`src/rtl/core/tsnm_pkg.sv`:
```
// Shared widths, codes and reset values of the timestamp nearest-match ring.
package tsnm_pkg;

    // Field widths of one record and of the configuration registers.
    localparam int TS_W      = 48;
    localparam int CODE_W    = 32;
    localparam int HANDLE_W  = 32;
    localparam int TOL_W     = 32;
    localparam int CAP_W     = 9;
    localparam int STATUS_W  = 3;
    localparam int REC_W     = TS_W + CODE_W + HANDLE_W;
    localparam int CFG_IDX_W = 1;
    localparam int CFG_W     = 32;

    // Default number of slots in the ring.
    localparam int DEPTH_DEFAULT = 256;

    // Reset values of the configuration registers.
    localparam logic [TOL_W-1:0] TOL_RESET = TOL_W'(8000);
    localparam logic [CAP_W-1:0] CAP_RESET = CAP_W'(256);

    // Register indexes on the configuration channel.
    localparam logic [CFG_IDX_W-1:0] CFG_TOLERANCE = 1'b0;
    localparam logic [CFG_IDX_W-1:0] CFG_CAPACITY  = 1'b1;

    // Request kinds.
    localparam logic KIND_PUSH = 1'b0;
    localparam logic KIND_POP  = 1'b1;

    // Result status codes.
    localparam logic [STATUS_W-1:0] STATUS_STORED      = 3'd0;
    localparam logic [STATUS_W-1:0] STATUS_STORED_DROP = 3'd1;
    localparam logic [STATUS_W-1:0] STATUS_HIT         = 3'd2;
    localparam logic [STATUS_W-1:0] STATUS_MISS_EMPTY  = 3'd3;
    localparam logic [STATUS_W-1:0] STATUS_MISS_TOL    = 3'd4;

    // Control from the sequencer to the distance unit.
    typedef struct packed {
        logic clear;  // forget the best candidate before a new search
        logic live;   // the candidate presented this cycle is a valid record
    } scan_ctrl_t;

    // Best candidate found so far.
    typedef struct packed {
        logic            found;
        logic [TS_W-1:0] ad;
    } best_t;

endpackage

```
`src/rtl/core/tsnm_scan.sv`:
```
// Distance unit: absolute timestamp difference and best-candidate tracking.
module tsnm_scan #(
    parameter int IDX_W = 8
) (
    input  logic                       aclk,
    input  logic                       aresetn,
    input  tsnm_pkg::scan_ctrl_t       ctrl,
    input  logic [tsnm_pkg::TS_W-1:0]  cand_time,
    input  logic [IDX_W-1:0]           cand_idx,
    input  logic [tsnm_pkg::TS_W-1:0]  req_ts,
    output tsnm_pkg::best_t            best,
    output logic [IDX_W-1:0]           win_idx,
    output logic                       busy
);

    logic [tsnm_pkg::TS_W:0]   d_fwd;
    logic [tsnm_pkg::TS_W-1:0] d_rev;
    logic                      later;

    logic                      p_live_reg;
    logic                      p_later_reg;
    logic [tsnm_pkg::TS_W-1:0] p_ad_reg;
    logic [IDX_W-1:0]          p_idx_reg;

    tsnm_pkg::best_t           best_reg;
    logic                      best_later_reg;
    logic [IDX_W-1:0]          win_idx_reg;
    logic                      better;

    // Both differences in parallel; the borrow of the forward one picks the sign.
    assign d_fwd = {1'b0, cand_time} - {1'b0, req_ts};
    assign d_rev = req_ts - cand_time;
    assign later = ~d_fwd[tsnm_pkg::TS_W] && (d_fwd[tsnm_pkg::TS_W-1:0] != '0);

    // Stage one: register the distance of the candidate.
    always_ff @(posedge aclk) begin
        if (!aresetn) begin
            p_live_reg <= 1'b0;
        end else begin
            p_live_reg <= ctrl.live;
        end
        p_later_reg <= later;
        p_ad_reg    <= d_fwd[tsnm_pkg::TS_W] ? d_rev : d_fwd[tsnm_pkg::TS_W-1:0];
        p_idx_reg   <= cand_idx;
    end

    // A nearer record wins; at equal distance one not later than the request
    // replaces a later one, otherwise the older record stays.
    assign better = !best_reg.found || (p_ad_reg < best_reg.ad)
                    || ((p_ad_reg == best_reg.ad) && !p_later_reg && best_later_reg);

    // Stage two: keep the best candidate.
    always_ff @(posedge aclk) begin
        if (!aresetn) begin
            best_reg.found <= 1'b0;
        end else if (ctrl.clear) begin
            best_reg.found <= 1'b0;
        end else if (p_live_reg && better) begin
            best_reg.found <= 1'b1;
        end
        if (p_live_reg && better) begin
            best_reg.ad    <= p_ad_reg;
            best_later_reg <= p_later_reg;
            win_idx_reg    <= p_idx_reg;
        end
    end

    assign best    = best_reg;
    assign win_idx = win_idx_reg;
    assign busy    = p_live_reg;

endmodule
```
`config.mk`:
```
export PLATFORM = sky130hd
export DESIGN_NAME = tsnm_scan
export DESIGN_NICKNAME = d
export VERILOG_FILES = /design/src/rtl/core/tsnm_pkg.sv /design/src/rtl/core/tsnm_scan.sv
export SDC_FILE = /design/constraint.sdc
export NUM_CORES = 1
export LEC_CHECK = 0
export ABC_AREA = 1
export BUFFER_PORTS_ARGS = -buffer_cell sky130_fd_sc_hd__buf_4
export CORE_ASPECT_RATIO = 0.75
export CORE_MARGIN = 8
export CORE_UTILIZATION = 50
export CTS_BUF_LIST = sky130_fd_sc_hd__clkbuf_4 sky130_fd_sc_hd__clkbuf_8
export DETAILED_ROUTE_END_ITERATION = 8
export HOLD_SLACK_MARGIN = 0.02
export PLACE_DENSITY_LB_ADDON = 0.2
export SLEW_MARGIN = 20
export SYNTH_ARGS = -nofsm -noshare
export SYNTH_HDL_FRONTEND = slang
export SYNTH_SLANG_ARGS = --single-unit
```
`constraint.sdc`:
```
create_clock -name aclk -period 4.63 [get_ports aclk]
set_input_delay 0.463 -clock aclk [delete_from_list [all_inputs] [get_ports aclk]]
set_output_delay 0.463 -clock aclk [all_outputs]
set_load 0.02 [all_outputs]
```
Word-level counts from Yosys, hierarchy flattened
Index checks and enable logic that the tools add are counted.
{"block": "op_classes", "add_sub_neg": 2, "order_cmp": 1, "eq_ne": 1, "muxes": 1, "bitwise": 2, "n_reduce_logical": 10}
{"operator": "$sub 48x48->49", "count": 1}
{"operator": "$eq 48x48->1", "count": 1}
{"operator": "$lt 48x48->1", "count": 1}
{"operator": "$mux 48", "count": 1}
{"operator": "$reduce_bool 48->1", "count": 1}
{"operator": "$sub 48x48->48", "count": 1}
{"operator": "$logic_and 1x1->1", "count": 4}
{"operator": "$logic_not 1->1", "count": 2}
{"operator": "$logic_or 1x1->1", "count": 2}
{"operator": "$not 1->1", "count": 2}
{"operator": "$reduce_or 2->1", "count": 1}
{"block": "totals", "reg_bits": 116, "input_bits": 108, "output_inout_bits": 58, "wordCells": 25}

Depth between registers and ports, before layout
Gate-level depths: netlist of run 1.
{"block": "depth", "ltp_word": 5, "depth_mapped": 22, "depth_no_buf": 21}

Worst setup path after synthesis of run 1
No wires, ideal clock.
{"block": "synth_timing", "kind": "flip-flop to flip-flop", "from": "register best_reg (netlist bit best[47])", "to": "register best_reg (netlist bit best[0]), enable pin", "setup_ps": 506, "t_arrival_ps": 4788, "required_time_ps": 4124, "setup_slack_ps": -664, "path_stages_with_launch": 10, "path_buffers": 0, "period_less_slack_ps": 5294, "path_cell_list": "edfxtp_1 > inv_1 > ha_1 > nand4_1 > nor4_1 > inv_1 > nor3_1 > and3_1 > nand4_1 > a31oi_1"}
{"block": "synth_via", "elab_chain_len": 5, "elab_cells_between_ends": 7, "cone_classes": "1 x order compare; 1 x eq/ne; 5 x reduce/logical"}
{"item": "start, declared", "line_no": "tsnm_scan.sv:25", "source": "tsnm_pkg::best_t best_reg;"}
{"item": "branches (longest 3 deep; another with $lt 48x48->1)"}
{"item": "$logic_or 1x1->1 *", "line_no": "tsnm_scan.sv:50", "source": "|| ((p_ad_reg == best_reg.ad) && !p_later_reg && best_later_reg);"}
{"item": "$logic_and 1x1->1 *", "line_no": "tsnm_scan.sv:61", "source": "if (p_live_reg && better) begin"}
Every way passes the cells marked *.
A chain may end at the register's enable or synchronous reset.

Final worst setup path of run 1
{"block": "layout_timing", "from": "register best_reg (netlist bit best[47])", "to": "register best_reg (netlist bit best[42]), enable pin"}
Same word-level chain as after synthesis.

==> flow_metrics.env, run 1 <==
export IMPL_final_cell_area_sq_um=13800
export IMPL_post_synth_cell_area_avg_sq_um=6.40
export IMPL_most_common_flop_cell_mapped_by_yosys="dfxtp_1"
export IMPL_mappedNetlistNets=2128
export IMPL_cts_buffer_depth=2
export IMPL_worst_path_buf_inv=3
export IMPL_ys_async_sr_fraction_pct=0
export IMPL_chipHeight_um=150
export IMPL_largest_register_ff_count=49
export IMPL_synth_area_top_cells="nand2_1 (17%), ha_1 (15%), edfxtp_1 (14%)"
export IMPL_final_antenna_net_count=0
export IMPL_max_slew_worst_pin_slew_ns=0.778
export IMPL_worstPathCellList="inv_1 -> ha_1 -> nand4_1 -> nor4_1 -> inv_1 -> nor3_1 -> and3_1 -> nand4_1 -> a31oi_4 -> buf_12"
export IMPL_finalHoldViolations=0
export IMPL_synth_largest_area_cell="nand2_1"
export IMPL_worstReg2RegStart="best[47]"
export IMPL_vias_per_cell=5.31
export IMPL_iter_0_drt_violations=1222
export IMPL_cts_reportedPaths_clkPinSlew_ns=0.07
export IMPL_route_detailed_drc=0
export IMPL_power_per_cell_area_nw_per_um2=284
export IMPL_slew_violations=0
export IMPL_synth_largest_type_area_fraction_pct=16.8
export IMPL_layout_drive_gt1_share_pct=12.1
export IMPL_layout_min_cycle_time_ns=3.18
export IMPL_drt_wl_total_um=42300
export IMPL_antenna_cells=0
export IMPL_fp_dieArea_sq_um=29300
export IMPL_placement_io_buffers=165
export IMPL_timing_final_crit_share_pct=68.7
export IMPL_number_of_enable_type_register_cells_in_the_synthesized_netlist=57
export IMPL_critPathSlowestCell="a31oi_4"
export IMPL_maximum_number_of_pins_on_one_net_before_global_route_repair=84
export IMPL_timing_fmax_mhz=314
export IMPL_cpLargestDelayFamily="simple AND/OR/NAND/NOR gates"
export IMPL_worstReg2RegEnd="best[42]"
export IMPL_ctsHoldBuffers=0
export IMPL_type_of_destination_of_the_critical_path="register"
export IMPL_post_cts_resized_instances=0
export IMPL_power_ir_vdd_worst_uv=255
export IMPL_critical_path_max_stage_delay_ns=0.53
export IMPL_initial_core_util_pct=50.5
export IMPL_worst_path_stages=10
export IMPL_portion_of_the_post_synthesis_area_used_by_sequential_elements_pct=24.1
export IMPL_final_seq_area_sq_um=2890
export IMPL_post_synthesis_sequential_element_count=116
export IMPL_reg2reg_depth=10
export IMPL_placedInstanceArea_sq_um=13500
export IMPL_first_pass_iters=6
export IMPL_dpl_hpwl_um=37400
export IMPL_cts_tree="built"
export IMPL_gr_usage_all_layers_pct=28.3
export IMPL_synth_cells=1875
export IMPL_rsz0062_at_grt="no"
export IMPL_grt_antenna_before_repair=0
export IMPL_timing_clock_skew_ns=0.0211
export IMPL_wire_per_inst_um=18.0
export IMPL_arrival_ns=3.29
export IMPL_worstHoldPathType="in2reg"
export IMPL_place_gp_congestion=0.996
export IMPL_power_static_leakage_uw=0.00764
export IMPL_worst_setup_path_type="reg2reg"
export IMPL_numCtsBuffers=17
export IMPL_globalRouteOverflowTotal=0
export IMPL_die_width_um=195
export IMPL_setup_worst_path_end="best[42]"
export IMPL_area_growth_synth_to_final_pct=15.2
export IMPL_ff2ff_setup_slack_ns=1.45
export IMPL_synthDistinctLibCells=49
export IMPL_h_tree_depth=4
export IMPL_multiInputGateArea_sq_um=7430
export IMPL_cts_num_sinks=116
export IMPL_crit_path_start_kind="register"
export IMPL_clockRootBuffer="clkbuf_8"
export IMPL_cts_post_setup_buffers_inserted=0
export IMPL_num_vias=12500
export IMPL_worstPathRequired_ns=4.74
export IMPL_grt_pass1_wl_um=64700
export IMPL_setup_total_negative_slack_ns=0
export IMPL_clock_insertion_delay_worst_skew_ns=0.43
export IMPL_fillCellCount=2356
export IMPL_relSlewSlack_pct=47.6
export IMPL_outcome="finished, final reports clean"
export IMPL_grt_pass1_vias=11700
export IMPL_final_nets=2285
export IMPL_setup_viol=0
export IMPL_num_rows=49
export IMPL_cell_area_synth_sq_um=12000
export IMPL_max_cap_violations=0
export IMPL_boundary_pin_count=166
export IMPL_setup_worst_path_start="best[47]"
export IMPL_synth_warnings=0
export IMPL_crit_path_max_fanout=44
export IMPL_floorplan_core_area_sq_um=23800
## logic make-up (layout without fill, tap and decap cells)
group | after synthesis | count (layout) | synth area share (%)
XOR/XNOR | 46 | 46 | 3.36
AND/OR/NAND/NOR | 836 | 836 | 29.2
adder cells (fa/ha/maj) | 145 | 145 | 15.2
buffers and inverters | 423 | 593 | 14.2
flip-flops | 116 | 116 | 24.1
multiplexers | 1 | 1 | 0.0834
AO/OA/AOI/OAI | 308 | 308 | 13.9
## synth_stat cells, types with 3 or more instances
cell	n
a21oi_1	152
buf_2	11
buf_4	4
buf_6	9
clkbuf_2	3
dfxtp_1	59
edfxtp_1	57
ha_1	143
inv_1	389
inv_2	4
nand2_1	538
nand2_2	10
nand3_1	98
nand3_2	4
nand3b_1	7
nand4_1	23
nor2_1	119
nor2_2	17
nor2_4	4
nor3_1	6
o2111ai_1	4
o211ai_1	4
o21a_1	8
o21ai_0	91
o21ai_1	23
o21ai_2	5
o21bai_1	9
xnor2_1	4
xor2_1	42
## per-layer routing
| metal | global-route usage (%) | part of all wire (%) | wire (um) | up-vias |
|---|---|---|---|---|
| li1 | - | - | - | 6225 |
| met1 | 42.1 | 48 | 20300 | 5578 |
| met2 | 40.2 | 39 | 16600 | 627 |
| met3 | 7.33 | 11 | 4830 | 45 |
| met4 | 5.86 | 1.3 | 565 | 0 |
| met5 | 0 | 0 | 0 | - |
## area by class of cell
class | count | share of cell area (%)
clock buffer | 17 | 1.69
tap | 306 | 2.77
multi-input combinational | 1336 | 53.7
clock inverter | 15 | 0.968
inverter | 394 | 10.7
timing repair buffer | 167 | 9.25
sequential | 116 | 20.9
## cell usage in the layout (no fill, tap or decap), types with 10 or more instances in the layout
cell,count
nand2_1,538
inv_1,389
buf_4,165
a21oi_1,152
ha_1,143
nor2_1,119
nand3_1,98
o21ai_0,91
dfxtp_1,59
edfxtp_1,57
xor2_1,42
nand4_1,23
o21ai_1,23
nor2_2,17
clkbuf_8,17
nand2_2,10
## through the flow
step           hold slack (ns)  power [uW]  worst slack, ns  instances  utilization (%)
6_report                 0.136        3930             1.45       2351             58.1
5_1_grt                 0.0999        4190             1.21       2351             58.1
4_1_cts                  0.107        3910             1.35       2351             58.1
3_5_place_dp             0.389        3060             1.27       2319             56.6
3_3_place_gp             0.386        3030             1.25       2319             56.6
2_1_floorplan            0.386        2460            0.707       1875                -
## power by group
part | leakage (uW) | switching (uW) | internal (uW)
Combinational | 0.00643 | 1130 | 585
Clock | 0.000172 | 422 | 424
Sequential | 0.00103 | 98.2 | 1270
## worst min path at each step
stage                 start      endpoint  cells after the start
5_1_grt         cand_idx[5]  p_idx_reg[5]                      1
4_1_cts         cand_idx[2]  p_idx_reg[2]                      1
3_5_place_dp   p_idx_reg[3]    win_idx[3]                      0
2_1_floorplan  p_idx_reg[0]    win_idx[0]                      0
3_3_place_gp   p_idx_reg[5]    win_idx[5]                      0
6_report        cand_idx[0]  p_idx_reg[0]                      1
Power figures use the tool's default switching activity.
==> inputs of run 2 (changes only) <==
Settings changed: ABC_AREA 1 to 0.
Clock period 4.63 ns to 3.25 ns, I/O delays scaled along.
==> run 2 against run 1 <==
Net effect:
- combinational power up 89%
- die area down 9.9%
- flip-flop and latch count unchanged
- clock power up 61%
- critical endpoint is now p_ad_reg[34]
- area after synthesis down 11%
- clock skew up 0.0024 ns
- routed wire length down 9.5%
- register-to-register slack worse by 1.2 ns
- highest routed layer unchanged
- non-clock buffer count up 282
==> flow_metrics.env, run 2 <==
export IMPL_outcome="finished, final reports clean"
export IMPL_antenna_cells=0
export IMPL_cts_reportedPaths_clkPinSlew_ns=0.08
export IMPL_power_static_leakage_uw=0.00732
export IMPL_most_common_flop_cell_mapped_by_yosys="dfxtp_1"
export IMPL_maximum_number_of_pins_on_one_net_before_global_route_repair=25
export IMPL_layout_commonest_cell="buf_4"
export IMPL_synth_largest_area_cell="ha_1"
export IMPL_place_gp_congestion=0.946
export IMPL_power_per_cell_area_nw_per_um2=459
export IMPL_xor_and_xnor_area_share_after_synthesis_pct=5.73
export IMPL_yosys_area_share_adder_pct=17.1
export IMPL_wire_per_inst_um=19.2
export IMPL_post_synth_cell_area_avg_sq_um=8.39
export IMPL_placedInstanceArea_sq_um=14100
export IMPL_numCtsBuffers=17
export IMPL_globalRouteOverflowTotal=0
export IMPL_h_tree_depth=4
export IMPL_num_vias=11100
export IMPL_power_total_uw=6750
export IMPL_area_growth_synth_to_final_pct=37.4
export IMPL_chipHeight_um=143
export IMPL_floorplan_core_area_sq_um=21100
export IMPL_post_synthesis_sequential_element_count=116
export IMPL_synth_top_family_by_area="compound AO/OA/AOI/OAI gates"
export IMPL_drt_wl_total_um=38300
export IMPL_max_slew_worst_pin_slew_ns=0.594
export IMPL_rsz0062_at_grt="yes"
export IMPL_synth_cells=1276
export IMPL_max_cap_violations=0
export IMPL_count_leader_synth="inv_1"
export IMPL_number_of_enable_type_register_cells_in_the_synthesized_netlist=57
export IMPL_fillCellCount=1775
export IMPL_cts_num_sinks=116
export IMPL_crit_path_start_kind="primary input"
export IMPL_first_pass_iters=6
export IMPL_portion_of_the_post_synthesis_area_used_by_sequential_elements_pct=27.0
export IMPL_timing_fmax_mhz=318
export IMPL_mappedNetlistNets=1529
export IMPL_timing_final_crit_share_pct=96.8
export IMPL_final_cell_area_sq_um=14700
export IMPL_die_width_um=185
export IMPL_commonest_cells_after_routing_fill_and_taps_aside="buf_4 (433), inv_1 (163), ha_1 (143)"
export IMPL_num_rows=46
export IMPL_iter_0_drt_violations=940
export IMPL_clock_insertion_delay_worst_skew_ns=0.45
export IMPL_yosys_mux_area_fraction_pct=2.64
export IMPL_worstHoldPathType="in2reg"
export IMPL_crit_path_max_fanout=24
export IMPL_relSlewSlack_pct=60.0
export IMPL_layout_drive_gt1_share_pct=30.6
export IMPL_grt_pass1_vias=10800
export IMPL_yosys_top_cells_count="inv_1 (163), ha_1 (143), a21oi_1 (113)"
export IMPL_largest_register_ff_count=49
export IMPL_cell_area_synth_sq_um=10700
export IMPL_route_detailed_drc=0
export IMPL_ys_async_sr_fraction_pct=0
export IMPL_setup_viol=0
export IMPL_layout_min_cycle_time_ns=3.15
export IMPL_gr_usage_all_layers_pct=28.3
export IMPL_synth_compound_gate_area_share_pct=23.6
export IMPL_timing_clock_skew_ns=0.0234
export IMPL_worstPathRequired_ns=3.57
export IMPL_synthDistinctLibCells=81
export IMPL_boundary_pin_count=166
export IMPL_clockRootBuffer="clkbuf_8"
export IMPL_dpl_hpwl_um=31900
export IMPL_cts_buffer_depth=2
export IMPL_slew_violations=0
export IMPL_grt_antenna_before_repair=0
export IMPL_final_nets=1947
export IMPL_synth_largest_type_area_fraction_pct=16.7
export IMPL_type_of_destination_of_the_critical_path="register"
export IMPL_worst_setup_path_type="in2reg"
export IMPL_fp_dieArea_sq_um=26400
export IMPL_finalHoldViolations=0
export IMPL_grt_pass1_wl_um=58700
export IMPL_synth_area_top_cells="ha_1 (17%), edfxtp_1 (16%), dfxtp_1 (11%)"
export IMPL_final_antenna_net_count=0
export IMPL_placement_io_buffers=165
export IMPL_yosys_area_share_simple_pct=15.4
export IMPL_cts_tree="built"
export IMPL_vias_per_cell=5.58
export IMPL_synth_warnings=0
export IMPL_power_ir_vdd_worst_uv=277
export IMPL_arrival_ns=3.46
export IMPL_initial_core_util_pct=50.8
[run 2: cell count changes after synthesis, sizes merged, moves of 43 or more]
cell / delta
nor2: -65
nand3: -84
inv: -230
nand2: -466
xnor2: +43
a21o: +44
[run 2: layout make-up]
type	instances	area, sq um	area share [%]
Timing Repair Buffer	449	3480	23.7
Multi-Input combinational cell	947	6960	47.4
Clock buffer	17	234	1.59
Tap cell	288	360	2.45
Inverter	163	612	4.16
Sequential cell	116	2890	19.7
Clock inverter	15	161	1.10
[run 2: per-stage QoR]
step	hold slack, ns	util (%)	setup slack, ns	TNS (ns)	std cells
floorplan	0.353	-	-0.635	-36.21	1276
global placement	0.386	67.0	-0.324	-4.16	1951
detailed placement	0.392	67.0	-0.341	-5.77	1951
CTS	0.0230	69.3	0.114	0	1991
global route	0.0274	69.8	-0.0135	-0.121	1995
finish	0.0438	69.8	0.105	0	1995
[run 2: what timing repair did]
item,4_1_cts,5_1_grt
setup buffers,0,3
endpoints found under the hold margin,8,0
hold buffers,8,0
resized for setup,0,16
setup endpoints to repair,0,62
[run 2: worst paths after layout]
path | end | depth (start not counted) | startpoint | slack (ns)
worst max register to register | best[40] | 15 | best[17] | 0.21
worst max-delay path | p_ad_reg[34] | 16 | cand_time[0] | 0.10
worst min register to register | win_idx[4] | 0 | p_idx_reg[4] | 0.41
worst min-delay path | best[48] | 2 | ctrl[1] | 0.04
[run 2: cell families after synthesis]
kind of cell,Yosys count
multiplexers,28
flip-flops,116
XOR/XNOR,70
AO/OA/AOI/OAI,383
adder cells (fa/ha/maj),145
buffers and inverters,213
AND/OR/NAND/NOR,321
[run 2: critical path: stages]
cell,delay [ns]
buf_4,0.09
inv_1,0.04
ha_1,0.21
fa_1,0.40
nand2b_1,0.22
a211oi_4,0.27
o21ai_1,0.13
and3_4,0.21
o21ai_1,0.22
a21oi_2,0.11
o211ai_2,0.23
a21oi_4,0.09
buf_12,0.18
or2_2,0.30
a22oi_1,0.21
xnor2_1,0.21
[run 2: metal layers]
metal,vias to the layer above,track usage [%],routed length [um]
li1,5372,-,-
met1,5232,41.4,18300
met2,493,42.5,16000
met3,40,5.84,3620
met4,0,5.17,455
met5,-,0,0
[run 2: report_power, final]
part / leakage, uW / switching, uW / total (uW) / internal, uW
Combinational: 0.00609 / 1760 / 3250 / 1490
Sequential: 0.00104 / 224 / 2150 / 1920
Clock: 0.000194 / 716 / 1360 / 643
Total: 0.00732 / 2700 / 6750 / 4060
==> inputs of run 3 (changes only) <==
Settings changed: CORE_ASPECT_RATIO 0.75 to 1.4.
==> run 3 against run 2 <==
Net effect:
- combinational power is 6% lower
- core utilization decreased by 1.8 points
- sequential power barely moved
- maximum frequency shrank 0.61%
- critical endpoint is now p_later_reg
- worst setup slack worse by 0.019 ns
==> flow_metrics.env, run 3 (synthesis results as in run 2) <==
export IMPL_relSlewSlack_pct=61.5
export IMPL_layout_drive_gt1_share_pct=28.9
export IMPL_crit_path_start_kind="primary input"
export IMPL_outcome="finished, final reports clean"
export IMPL_globalRouteOverflowTotal=0
export IMPL_m1WireLength_um=14700
export IMPL_setup_total_negative_slack_ns=0
export IMPL_placedCellCount=1890
export IMPL_cts_num_sinks=116
export IMPL_met3_length_um=1540
export IMPL_multiInputGateArea_sq_um=6950
export IMPL_ff2ff_setup_slack_ns=0.22
export IMPL_type_of_destination_of_the_critical_path="register"
export IMPL_power_static_leakage_uw=0.00715
export IMPL_worstReg2RegStart="best[1]"
export IMPL_fillCellCount=1856
export IMPL_internal_power_uw=4150
export IMPL_worstHoldEndpoint="busy"
export IMPL_placement_setup_worst_slack_ns=-0.441
export IMPL_power_ir_vdd_worst_uv=271
export IMPL_route_detailed_drc=0
export IMPL_timing_clock_skew_ns=0.0127
export IMPL_numCtsBuffers=17
export IMPL_final_antenna_net_count=0
export IMPL_drt_wl_total_um=36100
export IMPL_maximum_number_of_pins_on_one_net_before_global_route_repair=38
export IMPL_timing_final_crit_share_pct=97.4
export IMPL_worstHoldPathCells=2
export IMPL_grt_pass1_vias=11100
export IMPL_worstPathRequired_ns=3.58
export IMPL_cts_post_setup_buffers_inserted=0
export IMPL_antenna_cells=0
export IMPL_commonest_cells_after_routing_fill_and_taps_aside="buf_4 (400), inv_1 (163), ha_1 (143)"
export IMPL_grt_antenna_before_repair=0
export IMPL_place_gp_congestion=0.978
export IMPL_max_cap_violations=0
export IMPL_num_rows=63
export IMPL_final_nets=1911
export IMPL_initial_core_util_pct=50.7
export IMPL_top_layer="met4"
export IMPL_wire_per_inst_um=18.7
export IMPL_grt_pass1_wl_um=57000
export IMPL_worstReg2RegEnd="best[38]"
export IMPL_cts_tree="built"
export IMPL_clockRootBuffer="clkbuf_8"
export IMPL_p_comb_share_pct=46.2
export IMPL_floorplan_core_area_sq_um=21100
export IMPL_vias_per_cell=5.59
export IMPL_power_per_cell_area_nw_per_um2=459
export IMPL_area_growth_synth_to_final_pct=34.2
export IMPL_netSwitchingPower_uw=2450
export IMPL_layout_commonest_cell="buf_4"
export IMPL_finalNonFillerCells=1931
export IMPL_num_vias=10800
export IMPL_rsz0062_at_grt="yes"
export IMPL_dpl_hpwl_um=30800
export IMPL_cts_buffer_depth=2
export IMPL_gr_usage_all_layers_pct=27.0
export IMPL_crit_path_max_fanout=3
export IMPL_worst_setup_path_type="in2reg"
export IMPL_final_seq_area_sq_um=2890
export IMPL_die_width_um=140
export IMPL_layout_min_cycle_time_ns=3.16
export IMPL_h_tree_depth=4
export IMPL_finalHoldViolations=0
export IMPL_largest_register_ff_count=49
export IMPL_clkPwrFrac_pct=21.5
export IMPL_met2WireLength_um=18700
export IMPL_iter_0_drt_violations=741
export IMPL_max_slew_worst_pin_slew_ns=0.574
export IMPL_timing_fmax_mhz=316
export IMPL_switching_share_pct=37.1
export IMPL_placement_io_buffers=165
export IMPL_chipHeight_um=189
export IMPL_power_share_sequential_pct=32.2
export IMPL_reg2reg_depth=14
export IMPL_arrival_ns=3.49
export IMPL_slew_violations=0
export IMPL_final_critical_path_setup_slack_ns=0.0854
export IMPL_setup_viol=0
export IMPL_power_total_uw=6600
export IMPL_fp_dieArea_sq_um=26400
export IMPL_first_pass_iters=5
export IMPL_hold_path_startpoint="aresetn"
export IMPL_boundary_pin_count=166
export IMPL_worstHoldPathType="in2reg"
export IMPL_clock_insertion_delay_worst_skew_ns=0.44
export IMPL_cts_reportedPaths_clkPinSlew_ns=0.07
-- run 3: cell count changes in the layout (fill, tap and decap cells not counted), moves of 2 or more --
cell	change
buf_4	-33
buf_8	-3
bufinv_16	+2
clkbuf_4	+4
clkbuf_8	+2
clkinv_2	+3
clkinvlp_4	-2
inv_6	-6
inv_8	-5
-- run 3: worst max-delay path: stages --
cell,delay (ns)
buf_4,0.10
buf_4,0.10
inv_1,0.03
ha_1,0.21
fa_2,0.38
nand2b_4,0.17
a211oi_4,0.31
o21ai_1,0.14
and3_4,0.21
o21a_4,0.19
o311a_1,0.33
nor4_2,0.30
o2111ai_1,0.19
nor4b_2,0.23
nor4b_2,0.22
nor2_1,0.06
-- run 3: worst max path at each step --
stage                 start          end  slack, ns
2_1_floorplan       best[1]      best[0]      -0.64
3_3_place_gp   cand_time[0]  p_later_reg      -0.34
3_5_place_dp   cand_time[0]  p_later_reg      -0.44
4_1_cts        cand_time[0]  p_later_reg      0.007
5_1_grt        cand_time[0]  p_later_reg      -0.04
6_report       cand_time[0]  p_later_reg       0.09
-- run 3: cell type report --
cell class | count | area share [%]
inverters | 163 | 4.26
flip-flops and latches | 116 | 20.1
well taps | 260 | 2.26
clock buffers | 23 | 2.03
repair buffers | 413 | 22.0
multi-input cells | 947 | 48.4
clock inverters | 9 | 0.888
-- run 3: timing repair --
action,CTS,global route
hold endpoints to repair,9,0
hold buffers,9,0
resized for setup,0,9
endpoints found under the setup margin,0,22
-- run 3: layer usage --
layer | GRT usage, % | up-vias
li1 | - | 5310
met1 | 31.1 | 5104
met2 | 49.6 | 312
met3 | 3.00 | 71
met4 | 11.0 | 0
met5 | 0 | -
-- run 3: power by group through the flow --
stage | registers, uW | logic (uW) | clock network, uW
6_report | 2130 | 3050 | 1420
5_1_grt | 2150 | 3330 | 1500
2_1_floorplan | 2240 | 1600 | 0
3_3_place_gp | 2140 | 2960 | 0
3_5_place_dp | 2150 | 3010 | 0
4_1_cts | 2120 | 3030 | 1440
-- run 3: metrics by stage --
stage,util (%),cell area (sq um),hold slack (ns)
after floorplan,-,10700,0.353
after global placement,65.4,13800,0.386
after detailed placement,65.4,13800,0.390
after CTS,67.8,14300,0.0818
after global routing,68.0,14400,0.101
final,68.0,14400,0.117
